[config.mk]
export PLATFORM = sky130hd
export DESIGN_NAME = lcs_ctrl
export DESIGN_NICKNAME = d
export VERILOG_FILES = /design/src/design/lcs_pkg.sv /design/src/design/lcs_ctrl.sv
export VERILOG_INCLUDE_DIRS = /design/src /design/src/design
export SDC_FILE = /design/constraint.sdc
export NUM_CORES = 1
export LEC_CHECK = 0
export ABC_AREA = 1
export BUFFER_PORTS_ARGS = -buffer_cell sky130_fd_sc_hd__buf_2
export CELL_PAD_IN_SITES_DETAIL_PLACEMENT = 1
export CELL_PAD_IN_SITES_GLOBAL_PLACEMENT = 2
export CORE_UTILIZATION = 19
export CTS_CLUSTER_DIAMETER = 60
export DETAILED_ROUTE_END_ITERATION = 7
export PLACE_DENSITY_LB_ADDON = 0.05
export SLEW_MARGIN = 5
export SYNTH_ARGS = -nofsm -noshare
export SYNTH_HDL_FRONTEND = slang
export SYNTH_SLANG_ARGS = --single-unit
[constraint.sdc]
create_clock -name i_clk -period 1.2 [get_ports i_clk]
set_input_delay 0.06 -clock i_clk [delete_from_list [all_inputs] [get_ports i_clk]]
set_output_delay 0.06 -clock i_clk [all_outputs]
set_load 0.03 [all_outputs]
[src/design/longest_common_subsequence_top_defines.svh]
// Assertion macros for the longest common subsequence block.
`ifndef LONGEST_COMMON_SUBSEQUENCE_TOP_DEFINES_SVH
`define LONGEST_COMMON_SUBSEQUENCE_TOP_DEFINES_SVH
// Property that must hold at every clock edge outside reset.
`define LCS_ASSERT(label, clk, rst_n, prop, msg) \
    label: assert property (@(posedge clk) disable iff (!rst_n) (prop)) else $error(msg);
// Implication whose consequent is checked in the cycle after the antecedent.
`define LCS_ASSERT_NEXT(label, clk, rst_n, ante, cons, msg) \
    label: assert property (@(posedge clk) disable iff (!rst_n) (ante) |=> (cons)) \
        else $error(msg);
`endif

[src/design/lcs_pkg.sv]
// Shared types, constants and codes for the longest common subsequence block.
package lcs_pkg;
    localparam int MaxLen  = 64;
    localparam int IdxW    = $clog2(MaxLen);
    localparam int CntW    = $clog2(MaxLen + 1);

    localparam logic [1:0] FUNC_LOAD_A = 2'd0;
    localparam logic [1:0] FUNC_LOAD_B = 2'd1;
    localparam logic [1:0] FUNC_RUN    = 2'd2;

    localparam logic [1:0] DIR_DIAG = 2'd1;
    localparam logic [1:0] DIR_UP   = 2'd2;
    localparam logic [1:0] DIR_LEFT = 2'd3;

    typedef struct packed {
        logic [1:0] func;
        logic [7:0] symbol;
    } t_in;

    typedef struct packed {
        logic [7:0] out_symbol;
        logic [6:0] seq_length;
        logic       is_last;
        logic       is_empty;
        logic       overflowed;
    } t_out;

    // Controller to datapath commands.
    typedef struct packed {
        logic load_a;
        logic load_b;
        logic fill_init;   // reset indices to the first cell
        logic fill_rd;     // read score row and second string for one cell
        logic fill_step;   // evaluate one cell
        logic trace_init;  // set i,j to the counts
        logic trace_rd;    // issue direction/string read
        logic trace_step;  // act on read data
        logic emit;        // show one result
        logic clear;       // clear counts and drop flag
    } t_cmd;

    // Datapath to controller status.
    typedef struct packed {
        logic fill_done;   // last cell evaluated this cycle
        logic trace_done;  // i or j reached zero
        logic emit_last;   // this emit is the final one
        logic empty;       // either count is zero
    } t_sts;
endpackage

[src/design/lcs_ctrl.sv]
// Controller state machine sequencing load, fill, trace back and emission.
module lcs_ctrl (
    input  logic          i_clk,
    input  logic          i_rst_n,
    input  logic          i_start,
    input  logic [1:0]    i_func,
    input  lcs_pkg::t_sts i_sts,
    output lcs_pkg::t_cmd o_cmd,
    output logic          o_busy,
    output logic          o_strobe,
    output logic          o_last
);
    import lcs_pkg::*;
    `include "longest_common_subsequence_top_defines.svh"

    localparam logic [2:0] S_IDLE = 3'd0, S_FILL = 3'd1, S_TRD = 3'd2, S_TST = 3'd3,
                           S_PRE = 3'd4, S_EMIT = 3'd5, S_FRD = 3'd6;
    logic [2:0] r_state, n_state;
    logic       r_strobe, n_strobe, r_last, n_last;

    always_comb begin
        n_state  = r_state;
        o_cmd    = '0;
        n_strobe = 1'b0;
        n_last   = 1'b0;
        unique case (r_state)
            S_IDLE: if (i_start) begin
                o_cmd.load_a = (i_func == FUNC_LOAD_A);
                o_cmd.load_b = (i_func == FUNC_LOAD_B);
                if (i_func == FUNC_RUN) begin
                    if (i_sts.empty) begin
                        o_cmd.trace_init = 1'b1;
                        n_state = S_TRD;
                    end else begin
                        o_cmd.fill_init = 1'b1;
                        n_state = S_FRD;
                    end
                end
            end
            S_FRD: begin
                o_cmd.fill_rd = 1'b1;
                n_state = S_FILL;
            end
            S_FILL: begin
                o_cmd.fill_step = 1'b1;
                if (i_sts.fill_done) begin
                    o_cmd.trace_init = 1'b1;
                    n_state = S_TRD;
                end else begin
                    n_state = S_FRD;
                end
            end
            S_TRD: begin
                if (i_sts.trace_done) n_state = S_PRE;
                else begin
                    o_cmd.trace_rd = 1'b1;
                    n_state = S_TST;
                end
            end
            S_TST: begin
                o_cmd.trace_step = 1'b1;
                n_state = S_TRD;
            end
            S_PRE: n_state = S_EMIT;  // first answer read in flight
            S_EMIT: begin
                o_cmd.emit = 1'b1;
                n_strobe   = 1'b1;
                n_last     = i_sts.emit_last;
                if (i_sts.emit_last) begin
                    o_cmd.clear = 1'b1;
                    n_state = S_IDLE;
                end
            end
            default: n_state = S_IDLE;
        endcase
    end

    always_ff @(posedge i_clk) begin
        if (!i_rst_n) begin
            r_state  <= S_IDLE;
            r_strobe <= 1'b0;
            r_last   <= 1'b0;
        end else begin
            r_state  <= n_state;
            r_strobe <= n_strobe;
            r_last   <= n_last;
        end
    end

    assign o_busy   = (r_state != S_IDLE);
    assign o_strobe = r_strobe;
    assign o_last   = r_last;

    `LCS_ASSERT(a_idle_no_strobe_twice, i_clk, i_rst_n, !(r_last && n_strobe && r_state == S_IDLE),
        "strobe after last")
    `LCS_ASSERT_NEXT(a_emit_strobe, i_clk, i_rst_n, r_state == S_EMIT, r_strobe,
        "emit without strobe")
    `LCS_ASSERT_NEXT(a_last_idle, i_clk, i_rst_n, r_state == S_EMIT && i_sts.emit_last,
        r_state == S_IDLE && r_last, "last did not end run")
endmodule

**After elaboration in Yosys (flattened, before gate mapping)**

Index checks and enable logic that the tools add are counted.

- Register bits after elaboration: 5
- Bits of input ports: 9
- Memory bits (read-only): 0
- Output and inout bits: 13
- Memories kept: 0
- Memory bits (writable): 0
- Logic and storage cells: 43
- Latch bits: 0

- Equal/unequal tests: 11
- Order comparisons: 0
- Bitwise logic cells: 0
- Mux-type cells: 24
- Multiply operators: 0
- Add/sub/neg operators: 0
- Reductions and logical operators: 5
- Shift-type cells: 0
- Div/mod/pow operators: 0

Operators by type and width:

| cell | count |
|---|---|
| $mux W3 | 8 |
| $pmux W3 S7 | 1 |
| $mux W1 | 13 |
| $eq A3 B3 Y1 const B | 3 |
| $eq A3 B2 Y1 const B | 2 |
| $ne A2 B2 Y1 const B | 3 |
| $eq A3 B1 Y1 const B | 1 |
| $logic_not A3 Y1 | 1 |
| $reduce_and A3 Y1 | 1 |
| $reduce_bool A3 Y1 | 1 |
| $eq A2 B1 Y1 const B | 1 |
| $eq A2 B2 Y1 const B | 1 |
| $logic_not A2 Y1 | 1 |
| $mux W2 | 1 |
| $pmux W1 S2 | 1 |
| $reduce_and A2 Y1 | 1 |

**Longest topological paths before layout**

- Word-level depth: 4
- Mapped depth: 6
- Mapped depth without buffers: 6

**Worst setup path before layout**

Ideal clock, no wire load.

- Path kind: register to output
- From: register r_state[1]
- To: output port o_cmd[8] (netlist name)
- Stages on the path, launching flop included: 4
- Path slack: -332 ps
- Path buffers: 0
- Data required time: 1,140 ps
- Arrival: 1,472 ps
- Cell sequence: dfxtp_1 > nor2_2 > nand2_2 > nor3b_1

RTL lines:

| what | RTL line | text |
|---|---|---|
| start: declaration | lcs_ctrl.sv:18 | `logic [2:0] r_state, n_state;` |
| start signal: assignment | lcs_ctrl.sv:84 | `r_state <= n_state;` |
| end: declaration | lcs_ctrl.sv:8 | `output lcs_pkg::t_cmd o_cmd,` |

==> impl_summary.md <==
Finish
Relative to the synthesized area, the layout overhead comes to 111.2%. The final layout contains 100 nets. The core utilization of the finished layout is between 40 and 50%. Of the cells placed in the final design, the portion with a size suffix greater than 1 is a little over 70%. The library cell used most frequently in the layout, excluding fill and tap cells, is sky130_fd_sc_hd__buf_4. The post-route non-filler standard cell count is around 120. Leaving out fill and tap cells, the most frequent cells in the layout are sky130_fd_sc_hd__buf_4, sky130_fd_sc_hd__buf_2, sky130_fd_sc_hd__buf_6, sky130_fd_sc_hd__nor2_4, sky130_fd_sc_hd__inv_1. The number of fillers in the final layout is ~230. The final antenna diode count is 0.

STA
After layout, the worst setup slack is -0.06084 ns. The worst slew margin relative to its limit is 80.61%. The max-slew violation count is 0.

Setup repair after global routing could not meet its margin everywhere. The worst-margin pin slew is between 0.2 and 0.3 ns. The total of endpoints with negative setup slack in the final report is 3. The final critical path takes up 105.1% of the cycle. The minimum clock period is about 1.3 ns.

The worst setup skew after layout is 0.001142 ns. The top achievable clock speed is between 0.7 and 0.8 GHz. The number of hold violations in the final report is 0.

Hold path
The startpoint of the lowest-slack hold path is i_rst_n. The worst hold path passes through 3 cells. The class of the worst hold path is in2reg. The path with the worst hold slack has its endpoint at r_state[0].

Synthesis
A synthesized cell averages roughly 6.7 µm². The portion of synthesized cell area occupied by the leading cell type is 28.07%. sky130_fd_sc_hd__dfxtp_1 takes more of the synthesized area than any other cell. The post-synthesis net count is between 60 and 70. In this run, synthesis produced a sequential element count of 5. The count of mapped cells out of synthesis is between 50 and 60. Sorting the synthesized cells by area gives the leading types as sky130_fd_sc_hd__dfxtp_1, sky130_fd_sc_hd__inv_1, sky130_fd_sc_hd__nor2_1. For this run, the number of Yosys warnings is 0. Synthesis instantiated 18 different standard cells from the library. The netlist area before placement is 356.6 µm². The most used flip-flop cell after synthesis is sky130_fd_sc_hd__dfxtp_1. The number of enable-type register cells in the synthesized netlist is 0. The share of flip-flops with an asynchronous set or reset after synthesis is 0%. Of the synthesized area, sequential elements account for around 28%.

Routing
Once detail routing completed, the nets flagged for antenna violations numbered 0. Dividing the detail-routed via count by the number of cells gives approximately 4.2. The first-pass iteration count of the detailed router is 1. The total number of vias is a little under 500. After detailed routing, the total wire length is approximately 1400 µm.

The number of remaining DRC errors is 0. After detailed routing, the average wire length per cell comes to around 12 µm. In this run, the number of DRC markers left after iteration 0 of detailed routing was 0.

Global route
In the global route stage, met2 resource usage came out at a little under a quarter. The met1 routing resource usage after global routing is between 10% and 20%. The wire length of the first global-routing pass is 2076 µm. The busiest metal layer after global routing is met2. The via count of the first global-routing pass is between 400 and 500.

The number of antenna violations at the first check in global routing is 0. Global routing used around 15% of the available tracks across all layers. The pin count of the biggest net entering global routing is 7.

After global routing the overflow that remains totals 0. Global routing consumed, on the met3 layer, under 10% of the routing resources.

Power and ir drop
IR analysis of the VDD net gives a maximum drop of 0.0009605 V. The power per cell area is between 2000 and 2500 mW/mm². In this run the static leakage power is between 0.3 and 0.4 nW. Total power for the finished layout comes to around 0.0018 W.

Setup path
On the critical path the largest part of the delay comes from simple AND/OR/NAND/NOR gates. The nature of the critical path startpoint is a register. The slowest stage of the critical path is the sky130_fd_sc_hd__dfxtp_4 cell. The terminus of the critical flop-to-flop path is r_state[2]. The startpoint of the most critical setup path is r_state[0]. Of all nets on the critical path, the largest fanout is 5. The number of buffers and inverters on the critical path is 1. Walking the worst path, the cells encountered are nor2_4, nand2_4, nor3b_2, buf_4. The worst reg2reg path startpoint is r_state[0]. STA classifies the critical path endpoint as an output pin. The data arrival time at the worst-slack endpoint is 1.20 ns. In this run the register-to-register setup slack is 0.06 ns.

Counting cells, the worst reg-to-reg path comes to 7. The startpoint-to-endpoint class of the critical path is reg2out. The delay of the slowest cell on the worst path is 0.36 ns. The logic depth of the worst setup path including buffers is 4.

STA puts the critical path data required time at about 1.1 ns.

Placed design
Before CTS, the worst setup slack after placement is 0.04551 ns. The count of buffers added on input and output ports is 21. The placed wire-length estimate is between 800 and 900 µm.

At the end of routability-driven placement, the weighted congestion stood at 0.6340. The instance count after placement with tap cells included is 100.

Clock tree
The number of buffers created by CTS is 3. For the worst-skew pair, the clock arrives at the later sink with an insertion delay of ~0.24 ns. The clock drives 5 sinks.

The deepest level of the CTS H-tree is 1. In this run, post-CTS hold repair placed 0 buffers. TritonCTS built the clock tree. The worst-case clock buffer depth is 2. The clock transition at the register clock pins on the worst setup and hold paths after CTS is roughly 0.040 ns. CTS placed an instance of sky130_fd_sc_hd__clkbuf_4 at the clock tree root.

Floorplanning
The die height is between 40 and 50 µm. The starting utilization of the core area is between 20% and 30%. The number of cell rows is 15.

The area of the core is 0.001745 mm². The die width is around 45 µm. The floorplan step defined a die boundary enclosing ~0.0021 mm². 22 I/O pins were placed.

Run status
The checks that failed: setup timing. The run finished, with violations left.

Run
Across the run, the number of max-cap violations was 0.
==> cell type report <==
| cell class | instances | area [µm²] | area share [%] |
|---|---|---|---|
| timing repair buffer | 34 | 251.5 | 33.39 |
| sequential | 5 | 111.4 | 14.78 |
| tap | 25 | 31.28 | 4.153 |
| inverter | 11 | 43.79 | 5.814 |
| multi-input combinational | 36 | 289.0 | 38.37 |
| clock buffer | 4 | 26.28 | 3.488 |
==> how the worst max path moves through the flow <==
stage	endpoint	slack [ns]
after floorplan	o_cmd[8]	-0.07
after global placement	r_state[2]	0.06
after detailed placement	r_state[2]	0.05
after CTS	o_cmd[8]	-0.07
after global routing	o_cmd[8]	-0.12
final	o_cmd[8]	-0.06
==> sequential cells by signal, summed over array words and instances, names as in the netlist <==
| signal | count |
|---|---|
| o_strobe | 1 |
| r_state | 3 |
| o_last | 1 |
==> cell usage after synthesis, types with 2 or more instances <==
cell type and number:
sky130_fd_sc_hd__nor2_1 7, sky130_fd_sc_hd__inv_2 4, sky130_fd_sc_hd__nor3_2 2, sky130_fd_sc_hd__inv_1 7
sky130_fd_sc_hd__nand2_1 6, sky130_fd_sc_hd__a21oi_2 2, sky130_fd_sc_hd__nand3_1 5, sky130_fd_sc_hd__dfxtp_1 5
sky130_fd_sc_hd__nor2_4 2, sky130_fd_sc_hd__nor2_2 2, sky130_fd_sc_hd__nand4_1 2, sky130_fd_sc_hd__nor3_1 3
==> report_power, final <==
group          switching [W]  leakage (nW)  total, W  internal, W
clock network      0.0000712        0.0150  0.000197     0.000126
logic               0.000751         0.305   0.00132     0.000565
registers          0.0000923        0.0428  0.000332     0.000240
==> metal layers <==
metal	wire, µm	part of all wire [%]
met1	518	38
met2	709	52
met3	69	5.1
met4	54	4.0
met5	0	0
==> kinds of logic (layout without fill, tap and decap cells) <==
logic type | Yosys count | count (layout) | share of synthesized area (%)
and+or+nand+nor | 32 | 32 | 50.53
buffers and inverters | 12 | 49 | 13.69
DFF | 5 | 5 | 28.07
AOI/OAI and AO/OA | 4 | 4 | 7.718
==> stage by stage <==
step	cell area [µm²]	setup TNS, ns	hold WS, ns
after floorplan	387.9	-0.09260	0.1885
after global placement	531.8	0	0.3549
after detailed placement	531.8	0	0.3544
after CTS	698.2	-0.1580	0.09519
after global routing	753.2	-0.4686	0.1453
final	753.2	-0.1304	0.1258
==> worst min-delay path: cells and delay by family <==
kind	cells	cell delay (ns)
AO/OA/AOI/OAI	1	0.11
buffers and inverters	2	0.16
==> repair_timing <==
action / in CTS / in global routing
endpoints found under the setup margin: 11 / 11
setup buffers: 10 / 1
gates resized for setup: 21 / 16
pin swaps: 3 / 4
Power figures use the tool's default switching activity.
